==> config.mk <==
export PLATFORM = sky130hd
export DESIGN_NAME = universal_machine_register_execute_flat
export DESIGN_NICKNAME = d
export VERILOG_FILES = /design/src/design/umre_pkg.sv /design/src/design/umre_in_if.sv /design/src/design/umre_out_if.sv /design/src/design/universal_machine_register_execute.sv /design/src/design/umre_ram.sv /design/src/design/umre_ctrl.sv /design/src/design/umre_dp.sv /design/src/flat_wrapper.sv
export SDC_FILE = /design/constraint.sdc
export NUM_CORES = 2
export LEC_CHECK = 0
export BUFFER_PORTS_ARGS = -buffer_cell sky130_fd_sc_hd__clkbuf_2
export CAP_MARGIN = 10
export CORE_ASPECT_RATIO = 0.8
export CORE_MARGIN = 2
export CORE_UTILIZATION = 39
export DETAILED_ROUTE_END_ITERATION = 10
export SYNTH_ARGS = -nofsm -noshare
export SYNTH_HDL_FRONTEND = slang
export SYNTH_SLANG_ARGS = --single-unit
==> constraint.sdc <==
create_clock -name i_clk -period 15.2 [get_ports i_clk]
set_clock_uncertainty 0.15 [all_clocks]
set_input_delay 0.76 -clock i_clk [delete_from_list [all_inputs] [get_ports i_clk]]
set_output_delay 0.76 -clock i_clk [all_outputs]
set_load 0.03 [all_outputs]
==> src/design/umre_pkg.sv <==
// Shared types and constants for the universal machine register execute block.
// Holds operation codes, fault codes, controller states and command/status structs.
// No dependencies.
`default_nettype none

package umre_pkg;

    // Datapath geometry
    localparam int DATA_W      = 32;
    localparam int REG_COUNT   = 8;
    localparam int REG_IDX_W   = $clog2(REG_COUNT);
    localparam int CHAR_W      = 8;
    localparam int IMM_VAL_W   = 25;
    localparam int IMM_REG_LSB = 25;
    localparam int CNT_W       = $clog2(DATA_W);

    localparam logic [DATA_W-1:0] ALL_ONES = 32'hFFFF_FFFF;
    localparam logic [DATA_W-1:0] BYTE_MAX = 32'd255;

    // Operation codes carried in the kind field
    typedef enum logic [2:0] {
        KIND_CMOV   = 3'd0,
        KIND_ADD    = 3'd1,
        KIND_MUL    = 3'd2,
        KIND_DIV    = 3'd3,
        KIND_NAND   = 3'd4,
        KIND_OUTPUT = 3'd5,
        KIND_INPUT  = 3'd6,
        KIND_LOADI  = 3'd7
    } t_kind;

    // Fault codes reported with each result
    typedef enum logic [1:0] {
        FAULT_NONE     = 2'd0,
        FAULT_DIV_ZERO = 2'd1,
        FAULT_RANGE    = 2'd2
    } t_fault;

    // Controller states
    typedef enum logic [2:0] {
        ST_IDLE,
        ST_READ,
        ST_EXEC,
        ST_DIV,
        ST_WB,
        ST_DONE
    } t_state;

    // Commands from controller to datapath
    typedef struct packed {
        logic capture;
        logic read;
        logic exec;
        logic mul;
        logic div_start;
        logic div_step;
        logic wb;
        logic load_out;
    } t_cmd;

    // Status from datapath to controller
    typedef struct packed {
        t_kind kind;
        logic  vc_zero;
        logic  div_last;
    } t_stat;

endpackage

`default_nettype wire

==> src/design/umre_in_if.sv <==
// Input channel interface: one operation per transaction.
// Carries valid, ready and the operation fields; no dependencies.
`default_nettype none

interface umre_in_if;
    logic        valid;
    logic        ready;
    logic [2:0]  kind;
    logic [2:0]  reg_a;
    logic [2:0]  reg_b;
    logic [2:0]  reg_c;
    logic [31:0] immediate_word;
    logic [7:0]  in_char;
    logic        in_eof;

    modport source (
        output valid, kind, reg_a, reg_b, reg_c, immediate_word, in_char, in_eof,
        input  ready
    );
    modport sink (
        input  valid, kind, reg_a, reg_b, reg_c, immediate_word, in_char, in_eof,
        output ready
    );
endinterface

`default_nettype wire

==> src/design/umre_out_if.sv <==
// Result channel interface: one result per transaction.
// Carries valid, ready, the emitted character and the fault code; no dependencies.
`default_nettype none

interface umre_out_if;
    logic       valid;
    logic       ready;
    logic [7:0] out_char;
    logic       out_valid;
    logic [1:0] fault;

    modport source (
        output valid, out_char, out_valid, fault,
        input  ready
    );
    modport sink (
        input  valid, out_char, out_valid, fault,
        output ready
    );
endinterface

`default_nettype wire

==> src/design/universal_machine_register_execute.sv <==
// Top level of the universal machine register execute block.
// Depends on umre_pkg, umre_in_if, umre_out_if, umre_ctrl and umre_dp.
//
// Executes one register operation per input transaction over eight 32-bit
// registers that read as zero after reset, and returns exactly one result
// transaction per operation. Operations are handled one at a time: an
// operation is read from the register file, executed and written back before
// the next is taken. Each operation passes through the read, execute and done
// states; multiply adds a write-back state (the product is registered before
// write-back), and divide adds the divider state, in which one quotient bit is
// developed per cycle, before write-back. Divide by zero skips both.
// The result sits in an output register, so the next operation is accepted
// while a result waits; an operation finishing while the output register
// is still full holds until it drains. Divide by zero leaves the destination
// unchanged and reports fault 1; output of a value above 255 emits nothing and
// reports fault 2.
`default_nettype none

module universal_machine_register_execute import umre_pkg::*; (
    input  wire logic    i_clk,
    input  wire logic    i_rst_n,
    umre_in_if.sink      i_in,
    umre_out_if.source   o_out
);

    t_cmd  s_cmd;
    t_stat s_stat;

    umre_ctrl u_ctrl (
        .i_clk       (i_clk),
        .i_rst_n     (i_rst_n),
        .i_in_valid  (i_in.valid),
        .o_in_ready  (i_in.ready),
        .o_out_vld   (o_out.valid),
        .i_out_ready (o_out.ready),
        .i_stat      (s_stat),
        .o_cmd       (s_cmd)
    );

    umre_dp u_dp (
        .i_clk            (i_clk),
        .i_rst_n          (i_rst_n),
        .i_kind           (i_in.kind),
        .i_reg_a          (i_in.reg_a),
        .i_reg_b          (i_in.reg_b),
        .i_reg_c          (i_in.reg_c),
        .i_immediate_word (i_in.immediate_word),
        .i_in_char        (i_in.in_char),
        .i_in_eof         (i_in.in_eof),
        .i_cmd            (s_cmd),
        .o_stat           (s_stat),
        .o_out_char       (o_out.out_char),
        .o_out_valid      (o_out.out_valid),
        .o_fault          (o_out.fault)
    );

`ifndef ASSERT_OFF
    // A faulted result never carries an emitted character
    a_fault_no_char: assert property (@(posedge i_clk) disable iff (!i_rst_n)
        o_out.valid && o_out.fault != FAULT_NONE |-> !o_out.out_valid)
        else $error("faulted result carries a character");

    // Divider iterates only for a divide operation
    a_div_kind: assert property (@(posedge i_clk) disable iff (!i_rst_n)
        s_cmd.div_step |-> s_stat.kind == KIND_DIV)
        else $error("divider stepping for a non-divide operation");

    // A new result never overwrites one that is still waiting
    a_no_overwrite: assert property (@(posedge i_clk) disable iff (!i_rst_n)
        s_cmd.load_out |-> !o_out.valid || o_out.ready)
        else $error("result register overwritten while full");

    // Write-back only follows multiply or divide
    a_wb_kind: assert property (@(posedge i_clk) disable iff (!i_rst_n)
        s_cmd.wb |-> s_stat.kind == KIND_MUL || s_stat.kind == KIND_DIV)
        else $error("write-back for a single-cycle operation");
`endif

endmodule

`default_nettype wire

==> src/design/umre_ram.sv <==
// Generic RAM: one write port, two read ports, registered read data.
// No dependencies.
`default_nettype none

module umre_ram #(
    parameter int WIDTH = 32,
    parameter int DEPTH = 8
) (
    input  wire logic                     i_clk,
    input  wire logic                     i_we,
    input  wire logic [$clog2(DEPTH)-1:0] i_waddr,
    input  wire logic [WIDTH-1:0]         i_wdata,
    input  wire logic                     i_re,
    input  wire logic [$clog2(DEPTH)-1:0] i_raddr_a,
    input  wire logic [$clog2(DEPTH)-1:0] i_raddr_b,
    output logic      [WIDTH-1:0]         o_rdata_a,
    output logic      [WIDTH-1:0]         o_rdata_b
);

    logic [WIDTH-1:0] r_mem [DEPTH];

    // Write port
    always_ff @(posedge i_clk) begin
        if (i_we) begin
            r_mem[i_waddr] <= i_wdata;
        end
    end

    // Registered read ports
    always_ff @(posedge i_clk) begin
        if (i_re) begin
            o_rdata_a <= r_mem[i_raddr_a];
            o_rdata_b <= r_mem[i_raddr_b];
        end
    end

endmodule

`default_nettype wire

==> src/design/umre_ctrl.sv <==
// Controller for the register execute block: sequences read, execute,
// divide iterations, write-back and result hand-off. Depends on umre_pkg.
`default_nettype none

module umre_ctrl import umre_pkg::*; (
    input  wire logic  i_clk,
    input  wire logic  i_rst_n,
    input  wire logic  i_in_valid,
    output logic       o_in_ready,
    output logic       o_out_vld,
    input  wire logic  i_out_ready,
    input  wire t_stat i_stat,
    output t_cmd       o_cmd
);

    t_state r_state, n_state;
    logic   r_out_vld, n_out_vld;

    // State and result-valid registers
    always_ff @(posedge i_clk) begin
        if (!i_rst_n) begin
            r_state   <= ST_IDLE;
            r_out_vld <= 1'b0;
        end else begin
            r_state   <= n_state;
            r_out_vld <= n_out_vld;
        end
    end

    // Next state and commands
    always_comb begin
        n_state    = r_state;
        o_cmd      = '0;
        o_in_ready = 1'b0;
        case (r_state)
            ST_IDLE: begin
                // take no transaction while reset is held
                o_in_ready = i_rst_n;
                if (i_in_valid && i_rst_n) begin
                    o_cmd.capture = 1'b1;
                    n_state       = ST_READ;
                end
            end
            ST_READ: begin
                o_cmd.read = 1'b1;
                n_state    = ST_EXEC;
            end
            ST_EXEC: begin
                o_cmd.exec = 1'b1;
                n_state    = ST_DONE;
                if (i_stat.kind == KIND_MUL) begin
                    o_cmd.mul = 1'b1;
                    n_state   = ST_WB;
                end else if (i_stat.kind == KIND_DIV && !i_stat.vc_zero) begin
                    o_cmd.div_start = 1'b1;
                    n_state         = ST_DIV;
                end
            end
            ST_DIV: begin
                o_cmd.div_step = 1'b1;
                if (i_stat.div_last) begin
                    n_state = ST_WB;
                end
            end
            ST_WB: begin
                o_cmd.wb = 1'b1;
                n_state  = ST_DONE;
            end
            ST_DONE: begin
                // hold until the output register is free or draining
                if (!r_out_vld || i_out_ready) begin
                    o_cmd.load_out = 1'b1;
                    n_state        = ST_IDLE;
                end
            end
            default: begin
                n_state = ST_IDLE;
            end
        endcase
    end

    // Output register occupancy
    always_comb begin
        n_out_vld = r_out_vld;
        if (r_out_vld && i_out_ready) begin
            n_out_vld = 1'b0;
        end
        if (o_cmd.load_out) begin
            n_out_vld = 1'b1;
        end
    end

    assign o_out_vld = r_out_vld;

endmodule

`default_nettype wire

==> src/design/umre_dp.sv <==
// Datapath for the register execute block: operand latch, register file with
// valid bits, ALU, multiplier, bit-serial divider and result registers.
// Depends on umre_pkg and umre_ram.
`default_nettype none

module umre_dp import umre_pkg::*; (
    input  wire logic                 i_clk,
    input  wire logic                 i_rst_n,
    input  wire logic [2:0]           i_kind,
    input  wire logic [REG_IDX_W-1:0] i_reg_a,
    input  wire logic [REG_IDX_W-1:0] i_reg_b,
    input  wire logic [REG_IDX_W-1:0] i_reg_c,
    input  wire logic [DATA_W-1:0]    i_immediate_word,
    input  wire logic [CHAR_W-1:0]    i_in_char,
    input  wire logic                 i_in_eof,
    input  wire t_cmd                 i_cmd,
    output t_stat                     o_stat,
    output logic [CHAR_W-1:0]         o_out_char,
    output logic                      o_out_valid,
    output logic [1:0]                o_fault
);

    // Latched operation
    t_kind                r_kind;
    logic [REG_IDX_W-1:0] r_a, r_b, r_c;
    logic [DATA_W-1:0]    r_word;
    logic [CHAR_W-1:0]    r_char;
    logic                 r_eof;

    // Register file state
    logic [REG_COUNT-1:0] r_vld;
    logic                 r_vb_ok, r_vc_ok;
    logic [DATA_W-1:0]    s_rd_b, s_rd_c, s_vb, s_vc;

    // Divider / multiplier accumulator
    logic [DATA_W-1:0]    r_quo, r_rem, r_dvs;
    logic [CNT_W-1:0]     r_cnt;
    logic [DATA_W:0]      s_shift, s_diff;
    logic [2*DATA_W-1:0]  s_prod;

    // Pending and output result
    logic [CHAR_W-1:0]    r_och, r_out_char;
    logic                 r_oval, r_out_valid;
    t_fault               r_fault, r_out_fault;
    logic [CHAR_W-1:0]    s_och;
    logic                 s_oval;
    t_fault               s_fault;

    // Write port selection
    logic                 s_alu_we, s_we;
    logic [REG_IDX_W-1:0] s_alu_addr, s_waddr;
    logic [DATA_W-1:0]    s_alu_data, s_wdata;

    // Capture the operation
    always_ff @(posedge i_clk) begin
        if (i_cmd.capture) begin
            r_kind <= t_kind'(i_kind);
            r_a    <= i_reg_a;
            r_b    <= i_reg_b;
            r_c    <= i_reg_c;
            r_word <= i_immediate_word;
            r_char <= i_in_char;
            r_eof  <= i_in_eof;
        end
    end

    umre_ram #(
        .WIDTH (DATA_W),
        .DEPTH (REG_COUNT)
    ) u_regs (
        .i_clk     (i_clk),
        .i_we      (s_we),
        .i_waddr   (s_waddr),
        .i_wdata   (s_wdata),
        .i_re      (i_cmd.read),
        .i_raddr_a (r_b),
        .i_raddr_b (r_c),
        .o_rdata_a (s_rd_b),
        .o_rdata_b (s_rd_c)
    );

    // Track written registers; unwritten ones read as zero
    always_ff @(posedge i_clk) begin
        if (!i_rst_n) begin
            r_vld <= '0;
        end else if (s_we) begin
            r_vld[s_waddr] <= 1'b1;
        end
    end

    always_ff @(posedge i_clk) begin
        if (i_cmd.read) begin
            r_vb_ok <= r_vld[r_b];
            r_vc_ok <= r_vld[r_c];
        end
    end

    assign s_vb = r_vb_ok ? s_rd_b : '0;
    assign s_vc = r_vc_ok ? s_rd_c : '0;

    // ALU operations, written in the execute state
    always_comb begin
        s_alu_we   = 1'b0;
        s_alu_addr = r_a;
        s_alu_data = '0;
        case (r_kind)
            KIND_CMOV: begin
                s_alu_we   = (s_vc != '0);
                s_alu_data = s_vb;
            end
            KIND_ADD: begin
                s_alu_we   = 1'b1;
                s_alu_data = s_vb + s_vc;
            end
            KIND_NAND: begin
                s_alu_we   = 1'b1;
                s_alu_data = ~(s_vb & s_vc);
            end
            KIND_INPUT: begin
                s_alu_we   = 1'b1;
                s_alu_addr = r_c;
                s_alu_data = r_eof ? ALL_ONES : {{(DATA_W-CHAR_W){1'b0}}, r_char};
            end
            KIND_LOADI: begin
                s_alu_we   = 1'b1;
                s_alu_addr = r_word[IMM_REG_LSB +: REG_IDX_W];
                s_alu_data = {{(DATA_W-IMM_VAL_W){1'b0}}, r_word[IMM_VAL_W-1:0]};
            end
            default: begin
                s_alu_we = 1'b0;
            end
        endcase
    end

    assign s_we    = (i_cmd.exec && s_alu_we) || i_cmd.wb;
    assign s_waddr = i_cmd.wb ? r_a : s_alu_addr;
    assign s_wdata = i_cmd.wb ? r_quo : s_alu_data;

    // Multiply and restoring divide, one quotient bit per cycle
    assign s_prod  = s_vb * s_vc;
    assign s_shift = {r_rem, r_quo[DATA_W-1]};
    assign s_diff  = s_shift - {1'b0, r_dvs};

    always_ff @(posedge i_clk) begin
        if (i_cmd.mul) begin
            r_quo <= s_prod[DATA_W-1:0];
        end else if (i_cmd.div_start) begin
            r_quo <= s_vb;
            r_rem <= '0;
            r_dvs <= s_vc;
            r_cnt <= '0;
        end else if (i_cmd.div_step) begin
            r_cnt <= r_cnt + 1'b1;
            if (!s_diff[DATA_W]) begin
                r_rem <= s_diff[DATA_W-1:0];
                r_quo <= {r_quo[DATA_W-2:0], 1'b1};
            end else begin
                r_rem <= s_shift[DATA_W-1:0];
                r_quo <= {r_quo[DATA_W-2:0], 1'b0};
            end
        end
    end

    // Result fields for the current operation
    always_comb begin
        s_och   = '0;
        s_oval  = 1'b0;
        s_fault = FAULT_NONE;
        if (r_kind == KIND_OUTPUT) begin
            if (s_vc > BYTE_MAX) begin
                s_fault = FAULT_RANGE;
            end else begin
                s_och  = s_vc[CHAR_W-1:0];
                s_oval = 1'b1;
            end
        end else if (r_kind == KIND_DIV && s_vc == '0) begin
            s_fault = FAULT_DIV_ZERO;
        end
    end

    always_ff @(posedge i_clk) begin
        if (i_cmd.exec) begin
            r_och   <= s_och;
            r_oval  <= s_oval;
            r_fault <= s_fault;
        end
    end

    // Output register
    always_ff @(posedge i_clk) begin
        if (i_cmd.load_out) begin
            r_out_char  <= r_och;
            r_out_valid <= r_oval;
            r_out_fault <= r_fault;
        end
    end

    assign o_out_char      = r_out_char;
    assign o_out_valid     = r_out_valid;
    assign o_fault         = r_out_fault;
    assign o_stat.kind     = r_kind;
    assign o_stat.vc_zero  = (s_vc == '0);
    assign o_stat.div_last = (r_cnt == CNT_W'(DATA_W - 1));

endmodule

`default_nettype wire
==> src/flat_wrapper.sv <==
// flat-port wrapper written by rule: the top's interface ports become plain ports
module universal_machine_register_execute_flat import umre_pkg::*;
  (i_clk, i_rst_n, i_in_valid, i_in_kind, i_in_reg_a, i_in_reg_b, i_in_reg_c, i_in_immediate_word, i_in_in_char, i_in_in_eof, i_in_ready, o_out_valid, o_out_out_char, o_out_out_valid, o_out_fault, o_out_ready);
  umre_in_if i_in_i ();
  umre_out_if o_out_i ();
  input  wire logic i_clk;
  input  wire logic i_rst_n;
  input wire logic [$bits(i_in_i.valid)-1:0] i_in_valid;
  input wire logic [$bits(i_in_i.kind)-1:0] i_in_kind;
  input wire logic [$bits(i_in_i.reg_a)-1:0] i_in_reg_a;
  input wire logic [$bits(i_in_i.reg_b)-1:0] i_in_reg_b;
  input wire logic [$bits(i_in_i.reg_c)-1:0] i_in_reg_c;
  input wire logic [$bits(i_in_i.immediate_word)-1:0] i_in_immediate_word;
  input wire logic [$bits(i_in_i.in_char)-1:0] i_in_in_char;
  input wire logic [$bits(i_in_i.in_eof)-1:0] i_in_in_eof;
  output wire logic [$bits(i_in_i.ready)-1:0] i_in_ready;
  output wire logic [$bits(o_out_i.valid)-1:0] o_out_valid;
  output wire logic [$bits(o_out_i.out_char)-1:0] o_out_out_char;
  output wire logic [$bits(o_out_i.out_valid)-1:0] o_out_out_valid;
  output wire logic [$bits(o_out_i.fault)-1:0] o_out_fault;
  input wire logic [$bits(o_out_i.ready)-1:0] o_out_ready;
  assign i_in_i.valid = i_in_valid;
  assign i_in_i.kind = i_in_kind;
  assign i_in_i.reg_a = i_in_reg_a;
  assign i_in_i.reg_b = i_in_reg_b;
  assign i_in_i.reg_c = i_in_reg_c;
  assign i_in_i.immediate_word = i_in_immediate_word;
  assign i_in_i.in_char = i_in_in_char;
  assign i_in_i.in_eof = i_in_in_eof;
  assign i_in_ready = i_in_i.ready;
  assign o_out_valid = o_out_i.valid;
  assign o_out_out_char = o_out_i.out_char;
  assign o_out_out_valid = o_out_i.out_valid;
  assign o_out_fault = o_out_i.fault;
  assign o_out_i.ready = o_out_ready;
  universal_machine_register_execute u_core (.i_clk(i_clk), .i_rst_n(i_rst_n), .i_in(i_in_i), .o_out(o_out_i));
endmodule
======== After elaboration in Yosys (flattened, before gate mapping) ========
Memories as Yosys holds them, arrays and structs flattened. A register that Yosys moved wholly into a read port is not among the register bits.
Index checks and enable logic that the tools add are counted.
storage, ports and cells
  memory bits (writable) .................. 256
  bits in registers ....................... 186
  output and inout port bits .............. 13
  logic and storage cells ................. 122
  memories ................................ 1
  input port bits ......................... 57
cells by class
  bitwise gates (word level) .............. 5
  mux-type cells .......................... 47
  $add $sub $neg .......................... 3
  order comparisons ....................... 5
  equal/unequal tests ..................... 16
  multipliers ............................. 1
  reduce and logical (&&, ||, !) cells .... 22
memories
  memory                    depth  bits a word  rd ports  clocked after Yosys merged registers in  wr ports  RTL line        source
  u_core.u_dp.u_regs.r_mem  8      32           2         2                                        1         umre_ram.sv:20  logic [WIDTH-1:0] r_mem [DEPTH];
operators by type and width
  cell                   number
  $mux W32               9
  $pmux W32 S5           1
  $sub A33 B32 Y33       1
  $add A32 B32 Y32       1
  $and A32 B32 Y32       1
  $gt A32 B8 Y1 const B  1
  $logic_not A32 Y1      1
  $mul A32 B32 Y32       1
  $not A32 Y32           1
  $reduce_bool A32 Y1    1
  $mux W1                21
  $mux W3                7
  $eq A3 B3 Y1 const B   6
  $pmux W3 S6            1
  $eq A3 B2 Y1 const B   4
  $lt A3 B4 Y1 const B   3
  $or A8 B8 Y8           1
  $bmux W1 S3            2
  $eq A3 B1 Y1 const B   2
  $logic_and A1 B1 Y1    6
  $logic_not A3 Y1       2
  $pmux W3 S2            1
  $add A5 B1 Y5 const B  1
  $eq A5 B5 Y1 const B   1
  16 further kinds       23

======== Logic depth before layout (Yosys ltp) ========
  depth after elaboration ................. 11
  mapped depth ............................ 30
  mapped depth without buffers ............ 27

======== Hierarchy ========
A second synthesis with hierarchy kept.
unflattened totals
  cell total of the unflattened synthesis .. 3443
  area total of the unflattened synthesis .. 40343.7 um^2
modules (own cells, without submodules)
  module     cells each  sequential area each (um^2)  area an instance (um^2)  times used
  umre_dp    2842        5385.2                       26193.9                  1
  umre_ram   561         9609.2                       13820.8                  1
  umre_ctrl  40          80.1                         329.1                    1

======== Worst setup path after synthesis ========
Ideal clock, no wire load.
  path type ............................... register to register
  from .................................... register u_core.u_dp.r_vc_ok
  to ...................................... register u_core.u_dp.r_quo[31], data pin
  library setup time ...................... 275 ps
  buffers on the path ..................... 3
  data required time ...................... 14775 ps
  stages on the path, launching flop included .. 29
  slack ................................... 7425 ps
  arrival time ............................ 7350 ps
  period minus slack after synthesis ...... 7775 ps
  cells stage by stage .................... edfxtp_1 > buf_2 > buf_2 > nand2_1 > inv_1 > buf_1 > ha_1 > inv_1 > fa_1 > inv_1 > fa_1 > fa_1 > inv_1 > fa_1 > inv_1 > fa_1 > fa_1 > fa_1 > fa_1 > ha_1 > o21a_1 > nor2_1 > o32ai_1 > a21oi_1 > o41a_1 > o31ai_1 > a31oi_1 > xnor2_1 > o221ai_1
on the way
  longest elaborated chain between the ends .. 9
  elaborated cells on any way between the ends .. 10
  those cells by class .................... 1 x mul; 6 x mux; 3 x reduce/logical
RTL lines
  element                                                   RTL line        source
  from (decl)                                               umre_dp.sv:32   logic r_vb_ok, r_vc_ok;
  from (signal assigned)                                    umre_dp.sv:94   r_vc_ok <= r_vld[r_c];
  $mux W32 (*)                                              umre_dp.sv:99   assign s_vc = r_vc_ok ? s_rd_c : '0;
  named net u_core.u_dp.s_vc[9]                             umre_dp.sv:33   logic [DATA_W-1:0] s_rd_b, s_rd_c, s_vb, s_vc;
  branches (longest 7 deep; another with $mul A32 B32 Y32)  -
  $mux W32 (*)                                              umre_dp.sv:145  if (i_cmd.mul) begin
  to (signal assigned)                                      umre_dp.sv:146  r_quo <= s_prod[DATA_W-1:0];
  to (signal assigned)                                      umre_dp.sv:148  r_quo <= s_vb;
  to (signal assigned)                                      umre_dp.sv:156  r_quo <= {r_quo[DATA_W-2:0], 1'b1};
  to (decl)                                                 umre_dp.sv:36   logic [DATA_W-1:0] r_quo, r_rem, r_dvs;
Mark *: on every way through the listed nets, which the timed path passes.
A chain may end at the register's enable or synchronous reset.

======== Worst setup path in the final report ========
  from .................................... register u_core.u_dp.r_vb_ok
  to ...................................... register u_core.u_dp.r_quo[31], data pin
on the way
  longest elaborated chain between the ends .. 3
  elaborated cells on any way between the ends .. 4
  those cells by class .................... 1 x mul; 3 x mux
RTL lines
  element                                       RTL line                        source
  from (decl)                                   umre_dp.sv:32
  from (signal assigned)                        umre_dp.sv:93                   r_vb_ok <= r_vld[r_b];
  $mux W32 (*)                                  umre_dp.sv:98                   assign s_vb = r_vb_ok ? s_rd_b : '0;
  $mul A32 B32 Y32 or $mux W32 (tied branches)  umre_dp.sv:140, umre_dp.sv:147
  $mux W32 (*)                                  umre_dp.sv:145
Every way passes the cells marked *; elsewhere a longest branch is shown, timed or not.

==> flow_summary.json <==
{
  "die_area_um2": 106500,
  "p_leak_uw": 0.01803,
  "period_minus_slack_ns": 9.627,
  "drt_iter0_drc": 3209,
  "num_rows": 105,
  "syn_area_per_cell_um2": 11.49,
  "yosysUniqueCellTypes": 84,
  "num_vias": 28280,
  "synth-edff-count": 494,
  "wl_met2_um": 53800,
  "multiInputGateArea_um2": 23080,
  "via_per_inst": 5.648,
  "hold_viol": 0,
  "clock_latency_ns": 0.65,
  "ys.flop_type": "edfxtp_1",
  "design_area_um2": 44380,
  "die_w_um": 364.3,
  "root_buffer": "clkbuf_16",
  "worst_ep_arrival_time_ns": 9.84,
  "cts_buffers": 53,
  "startpoint": "u_core.u_dp.r_vb_ok",
  "fp.dieH_um": 292.2,
  "synth.top_cell.area_share_pct": 36.63,
  "cts_tree": "built",
  "grt_pass1_vias": 27980,
  "synthToLayoutAreaGrowth_pct": 9.577,
  "wl_met1_um": 56280,
  "cap_violations": 0,
  "min_path_cells": 1,
  "h-tree-depth": 2,
  "overflow": 0,
  "cp-start-kind": "flip-flop",
  "syn_inst": 3526,
  "synth.top_cells.by_count": "494 x edfxtp_1, 470 x inv_1, 420 x nor2_1",
  "cp.required_ns": 15.41,
  "min_path_type": "input pin to flip-flop",
  "routedWlPerCell_um": 25.95,
  "initial_core_util_pct": 39.42,
  "crit_type": "flip-flop to flip-flop",
  "relSlewSlack_pct": 19.09,
  "cts_resized": 0,
  "ir_drop_mv": 0.09870,
  "syn_nets": 4182,
  "clkTransAtPathRegs_ns": 0.07,
  "powerDensity_nw_per_um2": 115.7,
  "wl_um": 129900,
  "grt_setup_unrepaired": "no",
  "cp_max_fo": 40,
  "yosysWarnings": 0,
  "worst-r2r-cell-count": 27,
  "cts_sinks": 506,
  "grt_pass1_wl_um": 190400,
  "place_congestion": 0.9912,
  "cts_max_path_buffers": 3,
  "worstHoldStart": "i_in_immediate_word[8]",
  "synth_area_leaders": "edfxtp_1 37%, fa_1 20%, mux4_2 7.3%, ha_1 5.8%, inv_1 4.4%",
  "finalNetCount": 4227,
  "netlist_area_um2": 40500,
  "io_pins": 70,
  "r2r_start": "u_core.u_dp.r_vb_ok",
  "place_hpwl_um": 93860,
  "grt_use_total_pct": 24.54,
  "filler_cell_count": 9661,
  "firstDrtPassIters": 6,
  "regArea_um2": 15070,
  "wl_met3_um": 16490,
  "postCtsHoldBufs": 0,
  "setup-violations-final": 0,
  "max_freq_ghz": 0.1039,
  "final.setup.tns_ns": 0,
  "postCtsSetupRepairBufs": 0,
  "async_reset_ff_share_pct": 0,
  "outcome": "completed",
  "tightest_slew_ns": 1.214,
  "drive_above_1_share_pct": 12.72,
  "drc_errors": 0,
  "grt_max_degree": 84,
  "synth_most_common_cell": "edfxtp_1",
  "ys_ff_latch": 506,
  "fp.coreArea_um2": 102700,
  "crit_path_end_kind": "flip-flop",
  "portBuffers": 65,
  "yosys.area.top_type": "edfxtp_1",
  "antenna_found_initial": 1,
  "dr.max_layer_used": "met5",
  "drv_slew": 0,
  "ys_seq_area_share_pct": 37.22,
  "finalCritPeriodShare_pct": 63.33,
  "antenna_left": 0,
  "placed_area_um2": 42630
}
==> area by class of cell <==
class	count	area share, %
antenna	1	0.005639
clock buffer	66	3.121
clock inverter	33	0.8007
inverter	496	4.195
multi-input combinational	2375	52.00
sequential	506	33.97
tap	1391	3.922
timing repair buffer	139	1.985
==> power breakdown <==
part           switching [µW]  total, µW  internal (µW)
clock                     583       1320            740
sequential               32.4       1650           1620
combinational            1350       2160            803
total                    1970       5130           3160
==> state kept, by name, indices dropped and copies added (netlist names), 28 cells and up <==
| name | flops |
|---|---|
| u_core.u_dp.r_quo | 32 |
| u_core.u_dp.u_regs.o_rdata_b | 32 |
| u_core.u_dp.r_word | 28 |
| u_core.u_dp.r_dvs | 32 |
| u_core.u_dp.u_regs.r_mem | 256 |
| u_core.u_dp.u_regs.o_rdata_a | 32 |
| u_core.u_dp.r_rem | 32 |
==> per-layer routing <==
metal	vias up	track usage, %
li1	12170	-
met2	1501	34.58
met4	2	5.735
met3	209	8.445
met5	-	0.7296
met1	14390	36.12
==> per-stage QoR <==
| stage | hold WS [ns] | util [%] | setup slack, ns | power (µW) | cells |
|---|---|---|---|---|---|
| floorplan | 0.2503 | - | 7.425 | 3087 | 3526 |
| global placement | 0.2554 | 41.50 | 5.847 | 3777 | 4907 |
| detailed placement | 0.2545 | 41.50 | 5.781 | 3773 | 4907 |
| CTS | 0.1123 | 43.19 | 5.769 | 5129 | 5006 |
| global route | 0.1181 | 43.19 | 5.240 | 5407 | 5006 |
| finish | 0.1374 | 43.20 | 5.573 | 5133 | 5007 |
==> worst max-delay path, cell delays in order, from the launching register on <==
cell      delay (ns)
edfxtp_1        0.36
buf_4           0.30
nand2_1         0.13
buf_4           0.31
clkinv_1        0.62
ha_1            0.56
inv_1           0.12
fa_1            0.45
fa_1            0.44
inv_1           0.08
fa_1            0.41
inv_1           0.08
fa_1            0.41
inv_1           0.09
fa_1            0.45
fa_1            0.51
fa_1            0.54
fa_1            0.44
ha_1            0.39
o21a_1          0.18
nor2_1          0.06
o32ai_1         0.47
a21oi_1         0.13
o41a_1          0.27
o31ai_1         0.65
a31oi_1         0.21
xnor2_1         0.32
o221ai_1        0.17
==> cell families after synthesis <==
logic type	after synthesis	share of synthesized area, %
fa+ha+maj	599	26.11
flops	506	37.22
compound gates	432	7.146
buf+inv	645	6.065
mux	259	10.69
xor+xnor	127	2.916
simple gates	958	9.855
==> placed cells by master, fill, tap and decap left out, types with 17 or more instances in the layout <==
master / n
o21ai_0: 71
edfxtp_1: 494
mux2_2: 67
clkbuf_2: 65
mux4_2: 132
o21a_1: 31
a21oi_1: 110
fa_1: 410
nor2_1: 411
xor2_1: 32
a22oi_1: 18
xnor2_1: 90
buf_4: 74
nand2_1: 370
inv_1: 470
nor3_1: 20
nand3_1: 30
o211ai_1: 17
a21o_1: 30
clkbuf_16: 53
ha_1: 189
nand2b_1: 22
clkinv_1: 29
o22ai_1: 19
mux2i_1: 59
==> path summary, 6_finish.rpt <==
| kind | end | slack [ns] |
|---|---|---|
| worst max-delay path | u_core.u_dp.r_quo[31] | 5.57 |
| worst min-delay path | u_core.u_dp.r_word[8] | 0.14 |
| worst max register to register | u_core.u_dp.r_quo[31] | 5.57 |
| worst min register to register | u_core.u_dp.o_out_char[0] | 0.27 |
(Power assumes the default switching activity.)
